<file path="src/rtl/hrbp_pkg.sv">
// Package for the HTTP request byte parser.
// Holds word types, role and status codes and the fixed match strings.
// No dependencies.
package hrbp_pkg;

   localparam int ROLE_BITS = 4;
   localparam int STATUS_BITS = 2;
   localparam int OUT_LEN_BITS = 32;
   localparam int FORM_CHARS = 33;

   localparam logic [STATUS_BITS-1:0] ST_PARSING = 2'd0;
   localparam logic [STATUS_BITS-1:0] ST_BODY    = 2'd1;
   localparam logic [STATUS_BITS-1:0] ST_DONE    = 2'd2;
   localparam logic [STATUS_BITS-1:0] ST_BAD     = 2'd3;

   localparam logic [ROLE_BITS-1:0] R_NONE   = 4'd0;
   localparam logic [ROLE_BITS-1:0] R_METHOD = 4'd1;
   localparam logic [ROLE_BITS-1:0] R_PATH   = 4'd2;
   localparam logic [ROLE_BITS-1:0] R_QKEY   = 4'd3;
   localparam logic [ROLE_BITS-1:0] R_QVAL   = 4'd4;
   localparam logic [ROLE_BITS-1:0] R_PROTO  = 4'd5;
   localparam logic [ROLE_BITS-1:0] R_VER    = 4'd6;
   localparam logic [ROLE_BITS-1:0] R_HKEY   = 4'd7;
   localparam logic [ROLE_BITS-1:0] R_HVAL   = 4'd8;
   localparam logic [ROLE_BITS-1:0] R_BODY   = 4'd9;
   localparam logic [ROLE_BITS-1:0] R_FKEY   = 4'd10;
   localparam logic [ROLE_BITS-1:0] R_FVAL   = 4'd11;

   localparam logic [7:0] C_CR = 8'd13;
   localparam logic [7:0] C_LF = 8'd10;

   localparam logic [14*8-1:0] LEN_NAME  = "Content-Length";
   localparam logic [12*8-1:0] TYPE_NAME = "Content-Type";
   localparam logic [4*8-1:0]  POST_NAME = "POST";
   localparam logic [FORM_CHARS*8-1:0] FORM_TYPE = "application/x-www-form-urlencoded";

   typedef struct packed {
      logic       action;
      logic [7:0] byte_value;
   } req_word_type;

   typedef struct packed {
      logic [STATUS_BITS-1:0]  status;
      logic [ROLE_BITS-1:0]    byte_role;
      logic [ROLE_BITS-1:0]    field_end;
      logic [OUT_LEN_BITS-1:0] parsed_length;
      logic                    form_mode;
   } rsp_word_type;

   function automatic logic [7:0] len_char(input logic [3:0] p);
      logic [7:0] c;
      c = 8'd0;
      for (int i = 0; i < 14; i++) begin
         if (p == 4'(i)) c = LEN_NAME[8*(13-i) +: 8];
      end
      return c;
   endfunction

   function automatic logic [7:0] type_char(input logic [3:0] p);
      logic [7:0] c;
      c = 8'd0;
      for (int i = 0; i < 12; i++) begin
         if (p == 4'(i)) c = TYPE_NAME[8*(11-i) +: 8];
      end
      return c;
   endfunction

   function automatic logic [7:0] post_char(input logic [2:0] p);
      logic [7:0] c;
      c = 8'd0;
      for (int i = 0; i < 4; i++) begin
         if (p == 3'(i)) c = POST_NAME[8*(3-i) +: 8];
      end
      return c;
   endfunction

endpackage

</file>
<file path="src/rtl/hrbp_length.sv">
// Saturating decimal step for the Content-Length value: len * 10 + digit.
// Depends on nothing but its parameter.
module hrbp_length #(
   parameter int LENGTH_BITS = 32
) (
   input  logic [LENGTH_BITS-1:0] len,
   input  logic [3:0]             digit,
   output logic [LENGTH_BITS-1:0] len_next
);
   logic [LENGTH_BITS+3:0] wide;

   // Times ten as two shifts; the sum overflows exactly when it exceeds the maximum.
   assign wide = ({4'd0, len} << 3) + ({4'd0, len} << 1) + {{LENGTH_BITS{1'b0}}, digit};
   assign len_next = (wide[LENGTH_BITS+3:LENGTH_BITS] != 4'd0) ? {LENGTH_BITS{1'b1}}
                                                                : wide[LENGTH_BITS-1:0];
endmodule

</file>
<file path="src/rtl/hrbp_window.sv">
// Sliding window over Content-Type value bytes that spots the form media type.
// Depends on hrbp_pkg.
module hrbp_window
   import hrbp_pkg::*;
(
   input  logic       clock,
   input  logic       reset,
   input  logic       clear,
   input  logic       shift,
   input  logic [7:0] byte_value,
   output logic       match
);
   // The oldest byte falls out on the shift that compares, so 32 bytes are kept.
   logic [(FORM_CHARS-1)*8-1:0] win_ff, win_in;

   assign match = ({win_ff, byte_value} == FORM_TYPE);

   always_comb begin
      win_in = win_ff;
      if (clear) win_in = '0;
      else if (shift) win_in = {win_ff[(FORM_CHARS-2)*8-1:0], byte_value};
   end

   always_ff @(posedge clock) begin
      if (reset) win_ff <= '0;
      else win_ff <= win_in;
   end
endmodule

</file>
<file path="src/rtl/http_request_byte_parser.sv">
// HTTP request byte parser: one word (a byte or a restart) in, one tagged word out.
// Every accepted word yields exactly one result word in the next cycle, and a new word
// can be taken in every cycle; the parse state update and the result register sit in
// a single stage, so throughput is one byte per clock while rsp_stall is low.
// Content-Length is kept to LENGTH_BITS bits, saturating, and shown as its low 32 bits.
module http_request_byte_parser
   import hrbp_pkg::*;
#(
   parameter int LENGTH_BITS = 32
) (
   input  logic         clock,
   input  logic         reset,
   input  logic         req_valid,
   output logic         req_stall,
   input  req_word_type req_data,
   output logic         rsp_valid,
   input  logic         rsp_stall,
   output rsp_word_type rsp_data
);
   typedef enum logic [4:0] {
      P_START, P_METHOD, P_PRE_PATH, P_PATH, P_PRE_QKEY, P_QKEY, P_PRE_QVAL, P_QVAL,
      P_PRE_PROTO, P_PROTO, P_PRE_VER, P_VER, P_HKEY, P_HVAL, P_GOT_CR, P_GOT_CRLF,
      P_GOT_CRLFCR, P_BODY, P_DONE, P_BAD
   } pstate_type;

   pstate_type             state_ff, state_in;
   logic [2:0]             mpos_ff, mpos_in;
   logic                   post_ff, post_in;
   logic [3:0]             npos_ff, npos_in;
   logic [1:0]             hits_ff, hits_in;
   logic                   lead_ff, lead_in;
   logic [LENGTH_BITS-1:0] len_ff, len_in, len_step;
   logic [LENGTH_BITS-1:0] rem_ff, rem_in;
   logic                   form_ff, form_in;
   logic                   fval_ff, fval_in;
   logic                   rsp_valid_ff;
   rsp_word_type           rsp_ff, rsp_in;
   logic                   accept, win_clear, win_shift, win_match;
   logic [7:0]             b;
   logic [ROLE_BITS-1:0]   role, fend;
   logic                   blank, digit, upper;
   logic [63:0]            len_ext;

   assign req_stall = rsp_valid_ff && rsp_stall;
   assign accept    = req_valid && !req_stall;
   assign rsp_valid = rsp_valid_ff;
   assign rsp_data  = rsp_ff;

   assign b     = req_data.byte_value;
   assign blank = (b == 8'h20) || (b == 8'h09);
   assign digit = (b >= "0") && (b <= "9");
   assign upper = (b >= "A") && (b <= "Z");

   hrbp_length #(.LENGTH_BITS(LENGTH_BITS)) u_length (
      .len(len_ff), .digit(b[3:0] - 4'd0), .len_next(len_step)
   );

   hrbp_window u_window (
      .clock(clock), .reset(reset), .clear(win_clear), .shift(win_shift),
      .byte_value(b), .match(win_match)
   );

   always_comb begin
      logic [1:0] kind;
      logic [1:0] h;
      logic [3:0] p;
      state_in  = state_ff;
      mpos_in   = mpos_ff;
      post_in   = post_ff;
      npos_in   = npos_ff;
      hits_in   = hits_ff;
      lead_in   = lead_ff;
      len_in    = len_ff;
      rem_in    = rem_ff;
      form_in   = form_ff;
      fval_in   = fval_ff;
      win_clear = 1'b0;
      win_shift = 1'b0;
      role      = R_NONE;
      fend      = R_NONE;
      kind      = 2'd0;
      h         = 2'd0;
      p         = 4'd0;
      if (req_data.action) begin
         state_in  = P_START;
         mpos_in   = 3'd0;
         post_in   = 1'b0;
         npos_in   = 4'd0;
         hits_in   = 2'd0;
         lead_in   = 1'b1;
         len_in    = '0;
         rem_in    = '0;
         form_in   = 1'b0;
         fval_in   = 1'b0;
         win_clear = 1'b1;
      end else begin
         case (state_ff)
            P_START: begin
               if (b == C_CR || b == C_LF || blank) begin
               end else if (upper) begin
                  mpos_in  = (b == post_char(3'd0)) ? 3'd1 : 3'd7;
                  role     = R_METHOD;
                  state_in = P_METHOD;
               end else state_in = P_BAD;
            end
            P_METHOD: begin
               if (upper) begin
                  mpos_in = (mpos_ff < 3'd4 && b == post_char(mpos_ff)) ? mpos_ff + 3'd1
                                                                         : 3'd7;
                  role = R_METHOD;
               end else if (blank) begin
                  post_in  = (mpos_ff == 3'd4);
                  fend     = R_METHOD;
                  state_in = P_PRE_PATH;
               end else state_in = P_BAD;
            end
            P_PRE_PATH: begin
               if (b == "/") begin
                  role = R_PATH; state_in = P_PATH;
               end else if (!blank) state_in = P_BAD;
            end
            P_PATH: begin
               if (b == "?") begin
                  fend = R_PATH; state_in = P_PRE_QKEY;
               end else if (blank) begin
                  fend = R_PATH; state_in = P_PRE_PROTO;
               end else role = R_PATH;
            end
            P_PRE_QKEY: begin
               if (blank || b == C_CR || b == C_LF) state_in = P_BAD;
               else begin
                  role = R_QKEY; state_in = P_QKEY;
               end
            end
            P_QKEY: begin
               if (b == "=") begin
                  fend = R_QKEY; state_in = P_PRE_QVAL;
               end else if (blank) state_in = P_BAD;
               else role = R_QKEY;
            end
            P_PRE_QVAL: begin
               if (blank || b == C_CR || b == C_LF) state_in = P_BAD;
               else begin
                  role = R_QVAL; state_in = P_QVAL;
               end
            end
            P_QVAL: begin
               if (b == "&") begin
                  fend = R_QVAL; state_in = P_PRE_QKEY;
               end else if (blank) begin
                  fend = R_QVAL; state_in = P_PRE_PROTO;
               end else role = R_QVAL;
            end
            P_PRE_PROTO: begin
               if (!blank) begin
                  role = R_PROTO; state_in = P_PROTO;
               end
            end
            P_PROTO: begin
               if (b == "/") begin
                  fend = R_PROTO; state_in = P_PRE_VER;
               end else role = R_PROTO;
            end
            P_PRE_VER: begin
               if (digit) begin
                  role = R_VER; state_in = P_VER;
               end else state_in = P_BAD;
            end
            P_VER: begin
               if (b == C_CR) begin
                  fend = R_VER; state_in = P_GOT_CR;
               end else if (digit || b == ".") role = R_VER;
               else state_in = P_BAD;
            end
            P_HKEY: begin
               if (b == ":") begin
                  if (hits_ff[0] && npos_ff == 4'd14) kind = 2'd1;
                  else if (hits_ff[1] && npos_ff == 4'd12) kind = 2'd2;
                  hits_in = kind;
                  npos_in = 4'd0;
                  lead_in = 1'b1;
                  if (kind == 2'd1) len_in = '0;
                  if (kind == 2'd2) begin
                     win_clear = 1'b1;
                     form_in   = 1'b0;
                  end
                  fend     = R_HKEY;
                  state_in = P_HVAL;
               end else begin
                  h = hits_ff;
                  p = npos_ff;
                  if (h[0] && !(p < 4'd14 && b == len_char(p))) h[0] = 1'b0;
                  if (h[1] && !(p < 4'd12 && b == type_char(p))) h[1] = 1'b0;
                  hits_in = h;
                  if (p < 4'd15) npos_in = p + 4'd1;
                  role = R_HKEY;
               end
            end
            P_HVAL: begin
               if (lead_ff && blank) begin
               end else if (b == C_CR) begin
                  fend = R_HVAL; state_in = P_GOT_CR;
               end else begin
                  lead_in = 1'b0;
                  if (hits_ff == 2'd1 && npos_ff == 4'd0) begin
                     if (digit) len_in = len_step;
                     else if (!(lead_ff && b == "+")) npos_in = 4'd1;
                  end else if (hits_ff == 2'd2) begin
                     win_shift = 1'b1;
                     if (win_match) form_in = 1'b1;
                  end
                  role = R_HVAL;
               end
            end
            P_GOT_CR: state_in = (b == C_LF) ? P_GOT_CRLF : P_BAD;
            P_GOT_CRLF: begin
               if (b == C_CR) state_in = P_GOT_CRLFCR;
               else if (blank) state_in = P_BAD;
               else begin
                  h[0] = (b == len_char(4'd0));
                  h[1] = (b == type_char(4'd0));
                  hits_in  = h;
                  npos_in  = 4'd1;
                  role     = R_HKEY;
                  state_in = P_HKEY;
               end
            end
            P_GOT_CRLFCR: begin
               if (b == C_LF) begin
                  fval_in = 1'b0;
                  if (len_ff != '0) begin
                     rem_in   = len_ff;
                     form_in  = form_ff && post_ff;
                     state_in = P_BODY;
                  end else begin
                     form_in  = 1'b0;
                     state_in = P_DONE;
                  end
               end else state_in = P_BAD;
            end
            P_BODY: begin
               if (form_ff) begin
                  if (!fval_ff) begin
                     if (b == "=") begin
                        fend = R_FKEY; fval_in = 1'b1;
                     end else role = R_FKEY;
                  end else begin
                     if (b == "&") begin
                        fend = R_FVAL; fval_in = 1'b0;
                     end else role = R_FVAL;
                  end
               end else role = R_BODY;
               if (rem_ff <= LENGTH_BITS'(1)) begin
                  rem_in   = '0;
                  state_in = P_DONE;
                  if (!form_ff) fend = R_BODY;
                  else if (fend == R_NONE && fval_in) fend = R_FVAL;
               end else rem_in = rem_ff - LENGTH_BITS'(1);
            end
            P_DONE: begin
            end
            default: state_in = P_BAD;
         endcase
      end

      // The window holds state of its own, so it may only move on an accepted word.
      win_clear = win_clear && accept;
      win_shift = win_shift && accept;

      len_ext = 64'(len_in);
      rsp_in.byte_role     = role;
      rsp_in.field_end     = fend;
      rsp_in.parsed_length = len_ext[OUT_LEN_BITS-1:0];
      case (state_in)
         P_BODY:  rsp_in.status = ST_BODY;
         P_DONE:  rsp_in.status = ST_DONE;
         P_BAD:   rsp_in.status = ST_BAD;
         default: rsp_in.status = ST_PARSING;
      endcase
      rsp_in.form_mode = (state_in == P_BODY || state_in == P_DONE) ? form_in : 1'b0;
   end

   always_ff @(posedge clock) begin
      if (reset) begin
         state_ff     <= P_START;
         mpos_ff      <= 3'd0;
         post_ff      <= 1'b0;
         npos_ff      <= 4'd0;
         hits_ff      <= 2'd0;
         lead_ff      <= 1'b1;
         len_ff       <= '0;
         rem_ff       <= '0;
         form_ff      <= 1'b0;
         fval_ff      <= 1'b0;
         rsp_valid_ff <= 1'b0;
      end else begin
         if (accept) begin
            state_ff <= state_in;
            mpos_ff  <= mpos_in;
            post_ff  <= post_in;
            npos_ff  <= npos_in;
            hits_ff  <= hits_in;
            lead_ff  <= lead_in;
            len_ff   <= len_in;
            rem_ff   <= rem_in;
            form_ff  <= form_in;
            fval_ff  <= fval_in;
            rsp_ff   <= rsp_in;
         end
         if (accept) rsp_valid_ff <= 1'b1;
         else if (!rsp_stall) rsp_valid_ff <= 1'b0;
      end
   end

`ifndef SYNTHESIS
   // Window updates must only follow accepted words.
   a_window_gated: assert property (@(posedge clock) disable iff (reset)
      (win_shift || win_clear) |-> accept)
      else $error("window updated without an accepted word");

   a_body_count: assert property (@(posedge clock) disable iff (reset)
      (state_ff == P_BODY) |-> (rem_ff != '0))
      else $error("body state with no bytes remaining");

   a_bad_quiet: assert property (@(posedge clock) disable iff (reset)
      (rsp_valid && rsp_data.status == ST_BAD) |->
      (rsp_data.byte_role == R_NONE && rsp_data.field_end == R_NONE && !rsp_data.form_mode))
      else $error("invalid result carries a role or form flag");

   a_form_in_body: assert property (@(posedge clock) disable iff (reset)
      (rsp_valid && rsp_data.form_mode) |->
      (rsp_data.status == ST_BODY || rsp_data.status == ST_DONE))
      else $error("form mode outside the body");
`endif
endmodule

</file>
<file path="config.mk">
export PLATFORM = sky130hd
export DESIGN_NAME = http_request_byte_parser
export DESIGN_NICKNAME = d
export VERILOG_FILES = /design/src/rtl/hrbp_pkg.sv /design/src/rtl/hrbp_length.sv /design/src/rtl/hrbp_window.sv /design/src/rtl/http_request_byte_parser.sv
export SDC_FILE = /design/constraint.sdc
export NUM_CORES = 1
export LEC_CHECK = 0
export BUFFER_PORTS_ARGS = -buffer_cell sky130_fd_sc_hd__buf_4
export CORE_ASPECT_RATIO = 0.9
export CORE_UTILIZATION = 65
export DETAILED_ROUTE_END_ITERATION = 10
export HOLD_SLACK_MARGIN = 0.03
export PLACE_DENSITY = 0.83
export SLEW_MARGIN = 10
export SYNTH_ARGS = -nofsm -noshare
export SYNTH_HDL_FRONTEND = slang
export SYNTH_SLANG_ARGS = --single-unit
</file>
<file path="constraint.sdc">
create_clock -name clock -period 13.9 [get_ports clock]
set_clock_uncertainty 0.15 [all_clocks]
set_input_delay 4.17 -clock clock [delete_from_list [all_inputs] [get_ports clock]]
set_output_delay 4.17 -clock clock [all_outputs]
set_load 0.02 [all_outputs]
</file>
* Yosys cells after proc, flatten, opt, wreduce, memory -nomap -nowiden
Cells that the tools add are included.
** Word-level totals
- Register bits after elaboration :: 382
- Bits of input ports :: 13
- Word-level logic and storage cells :: 356
** Operators by class
- Add/subtract/negate cells :: 5
- Order comparisons :: 9
- Equal/unequal tests :: 78
- Multiplexer cells :: 194
- Bitwise logic cells :: 1
- Reductions and logical operators :: 51
** Operator list (number)
- 32-bit two-way mux :: 12
- 264-bit by 263-bit equality test with 1-bit output, second input constant :: 1
- 8-bit two-way mux :: 29
- 5-bit two-way mux :: 27
- 32-bit one-hot mux with 2 select lines :: 2
- 4-bit two-way mux :: 27
- 5-bit one-hot mux with 19 select lines :: 1
- 3-bit two-way mux :: 22
- 8-bit by 6-bit equality test with 1-bit output, second input constant :: 8
- 4-bit one-hot mux with 16 select lines :: 1
- 1-bit two-way mux :: 44
- 5-bit by 4-bit equality test with 1-bit output, second input constant :: 8
- 3-bit != test, second input constant :: 13
- 2-bit two-way mux :: 19
- 35-bit by 33-bit adder with 36-bit output :: 1
- 36-bit by 4-bit adder with 36-bit output :: 1
- 4-bit one-hot mux with 9 select lines :: 1
- 32-bit by 1-bit <= comparator with 1-bit output, second input constant :: 1
- 32-bit nonzero test :: 1
- 32-bit by 1-bit subtractor with 32-bit output, second input constant :: 1
- 5-bit equality test, second input constant :: 6
- 4-bit equality test, second input constant :: 7
- 8-bit by 4-bit equality test with 1-bit output, second input constant :: 3
- 8-bit equality test :: 3
- 46 further kinds :: 99

* Longest topological paths before layout
- Word-level depth :: 26
- Gate-level depth with buffers :: 14
- Gate-level depth less buffers :: 13

* Cells and area by module
From an unflattened synthesis, not the netlist that was laid out.
** Unflattened totals
- Cell total of the unflattened synthesis :: 2261
- Area total of the unflattened synthesis :: 20432.1 sq um
** By module, submodules not included
- hrbp_window :: instances 1, cells each 925, area an instance 9673.0 sq um
- http_request_byte_parser :: instances 1, cells each 965, area an instance 8020.2 sq um
- hrbp_length :: instances 1, cells each 371, area an instance 2738.9 sq um

* Least setup slack after synthesis
No wires, ideal clock.
- Path kind :: input port to output port
- Start :: in rsp_stall
- End :: out req_stall
- Arrival time :: 4397 ps
- Required time :: 9580 ps
- Setup slack :: 5183 ps
- Stages :: 2
- Path through :: nand2_1 inv_1
** On the way
- Cells in the longest elaborated chain, start to end :: 1
** RTL lines
- from (decl) :: RTL line http_request_byte_parser.sv:17 : input logic rsp_stall,
- 1-bit logical AND :: RTL line http_request_byte_parser.sv:44 : assign req_stall = rsp_valid_ff && rsp_stall;
- to (decl) :: RTL line http_request_byte_parser.sv:14 : output logic req_stall,
No other way between the ends.

* Worst setup path after layout
Same ends and word-level chain as after synthesis.

==> impl_results.md <==
* Crit. End Element: output port
* Vias in the first global route at 16800
* CTS tree: yes
* GRT Overall Usage at 34.5%
* Final setup vio count at 0
* Htree depth at 2
* WL/cell at 18.5 microns
* Worst EP required at 9.58 ns
* Fillers at 2386
* Worst-Margin Slew at 1.14 ns
* Number of nets in the layout at 2620
* PD cells at 105 nW/um^2
* Port-buffer cells at 57
* Worst Setup SP: rsp_stall
* Fin Setup TNS at 0 ns
* Cells after Synth at 2587
* Syn Std Cell Area at 19800 sq um
* Post-synthesis sequential area ratio at 40.8%
* Syn_area_per_cell at 7.65 sq um
* # rows at 60
* Status: finished clean
* Routed wire length at 54800 microns
* Number of flops mapped to enable cells by yosys at 43
* First-pass GRT wire length at 87500 microns
* Max-slew violations at 0
* Highest clock rate at 112 MHz
* I/O pins at 58
* Die outline width at 186 microns
* Gpl congestion at 0.953
* Dpl ws at 5.01 ns
* CP Launch Type: input pin
* Hold buffer count at CTS at 0
* Main combinational cell family by area after synthesis: simple AND/OR/NAND/NOR gates
* Layout cell share with drive strength beyond 1 at 6.49%
* DP HPWL at 35700 microns
* Crit Reg-Reg Startpoint: len_ff[0]
* Post-Synth XOR/XNOR Area at 1.73%
* Static Leak at 7.47 nW
* Relative slew margins at 24.1%
* Fin crit share at 64.0%
* Congestion Overflow GR at 0
* Hold WC Path Type: reg -> reg
* CP arrival at 4.57 ns
* Clock-pin transition on the worst setup and hold timing paths at 0.06 ns
* Top post-synthesis cells by area: dfxtp_1, nand2_1, a21oi_1
* Pre-antenna DRT Iters at 8
* Yosys top cell area share at 34.3%
* FFs w/ async S/R, synth at 0%
* Final setup margin at 5.01 ns
* MaxCap Viol Count at 0
* Core Area at 29900 sq um
* Distinct cells, synth at 87
* Mapped Nets at 2676
* Unrepaired setup endpoints after global routing: no
* Synth Area in Simple Gates at 27.0%
* DR vias/cell at 6.40
* CTS Buf Count at 38
* Initial antenna violation count at 3
* CTS sink cnt at 382
* Mux cell area share after synthesis at 0.360%
* Antenna Nets Post-Route at 0
* Synth Flop Type: dfxtp_1
* Clock Tree Buf Depth at 3
* Die Span Y at 168 microns
* Worst-Skew Late Latency at 0.55 ns
* Final hold vios at 0
* Most frequent cells after synthesis: nand2_1, a21oi_1, dfxtp_1
* Initial Utilization at 66.2%
* Area Growth Syn to Fin at 8.77%
* #FFs+latches synth at 382
* Min-Delay Startpoint: u_window.win_ff[249]
* Initial DRC Count at 2114
* Adder-Cell Fraction of Synth Area at 4.88%
* Most numerous cell in the Yosys netlist: nand2_1
* Ys Warns at 0
* Via count at 19000
* # resized after CTS at 0
* VDD IR max at 0.000113 V
* Root buffer cell: clkbuf_16
* Critical path class: in -> out
* Largest net degree at the start of global routing at 257
* Synth area leader: dfxtp_1
* DRC violations left at 0
* Setup bufs post-CTS at 0
* Worst-path fanout max at 3
* Full die area at 31100 sq um
* Post-layout min period at 8.89 ns
* Post-synthesis compound-gate area fraction at 21.0%
-- path summary, 6_finish.rpt --
check,endpoint,slack (ns),depth (start not counted)
max reg2reg,rsp_data[31],9.27,12
min,u_window.win_ff[249],0.30,2
min reg2reg,u_window.win_ff[249],0.30,2
max,req_stall,5.01,4
-- layout make-up --
cell class                 instances  area, sq um  area share (%)
clock buffer                      57         1150            5.37
multi-input combinational       1991        10900            50.8
inverter                          44          165           0.767
sequential                       382         8080            37.5
clock inverter                    10         95.1           0.442
tap                              403          504            2.34
antenna                            2         5.00          0.0233
timing repair buffer              74          581            2.70
-- cells in the final DEF, fill, tap and decap left out, types with 9 or more instances in the layout --
cell type	count
buf_4	72
nand2_1	711
o21ai_0	113
nand4_1	26
nand2b_1	10
a211oi_1	20
xnor2_1	21
xor2_1	18
nand4b_1	20
nand3_1	27
o221ai_1	34
o32ai_1	11
clkbuf_8	9
dfxtp_1	339
nor4_1	42
a21oi_1	378
o21a_1	10
or3_1	9
clkbuf_16	40
nor4b_1	10
a31oi_1	16
nor2_1	137
a22oi_1	12
and3_1	12
nor2b_1	19
edfxtp_1	43
ha_1	74
nor3_1	56
o211ai_1	12
and2_1	12
a21o_1	11
inv_1	43
o31ai_1	22
nor4bb_1	12
-- per-layer routing --
layer  GRT usage [%]  vias to the layer above  part of all wire [%]
met4            11.3                        0                   3.0
met1            50.2                     8890                    44
met2            53.1                      867                    45
met5               0                        -                     0
li1                -                     9060                     -
met3            3.89                      137                   8.4
-- critical path, cell delays in order --
cell	delay [ns]
buf_4	0.11
nand2_1	0.09
inv_1	0.06
buf_4	0.15
-- flip-flops by register name (all words and copies together), names as in the netlist --
| register | flops |
|---|---|
| rem_ff | 32 |
| form_ff | 1 |
| rsp_valid | 1 |
| npos_ff | 4 |
| len_ff | 32 |
| rsp_data | 43 |
| state_ff | 5 |
| lead_ff | 1 |
| u_window.win_ff | 256 |
| fval_ff | 1 |
| hits_ff | 2 |
| post_ff | 1 |
| mpos_ff | 3 |
-- per-stage QoR --
step                      util [%]  hold WS [ns]  cells  power (W)  cell area (sq um)
after CTS                     72.0         0.304   2961    0.00227              21500
after global routing          72.0         0.324   2963    0.00232              21500
after global placement        67.8         0.292   2894    0.00126              20300
after floorplan                  -         0.281   2587    0.00122              19800
after detailed placement      67.8         0.295   2894    0.00126              20300
final                         72.0         0.304   2963    0.00227              21500
-- kinds of logic after synthesis --
kind of cell / Yosys count
buffers and inverters: 214
multiplexers: 7
flip-flops: 382
XOR/XNOR: 39
adder cells (fa/ha/maj): 76
AO/OA/AOI/OAI: 703
AND/OR/NAND/NOR: 1166
-- power breakdown --
part | total [W] | leakage [nW] | internal (W) | switching, W
logic | 0.000111 | 3.70 | 0.0000299 | 0.0000806
registers | 0.00112 | 3.15 | 0.00112 | 0.00000479
clock network | 0.00103 | 0.623 | 0.000596 | 0.000436
total | 0.00227 | 7.47 | 0.00175 | 0.000522
(Power assumes the default switching activity.)
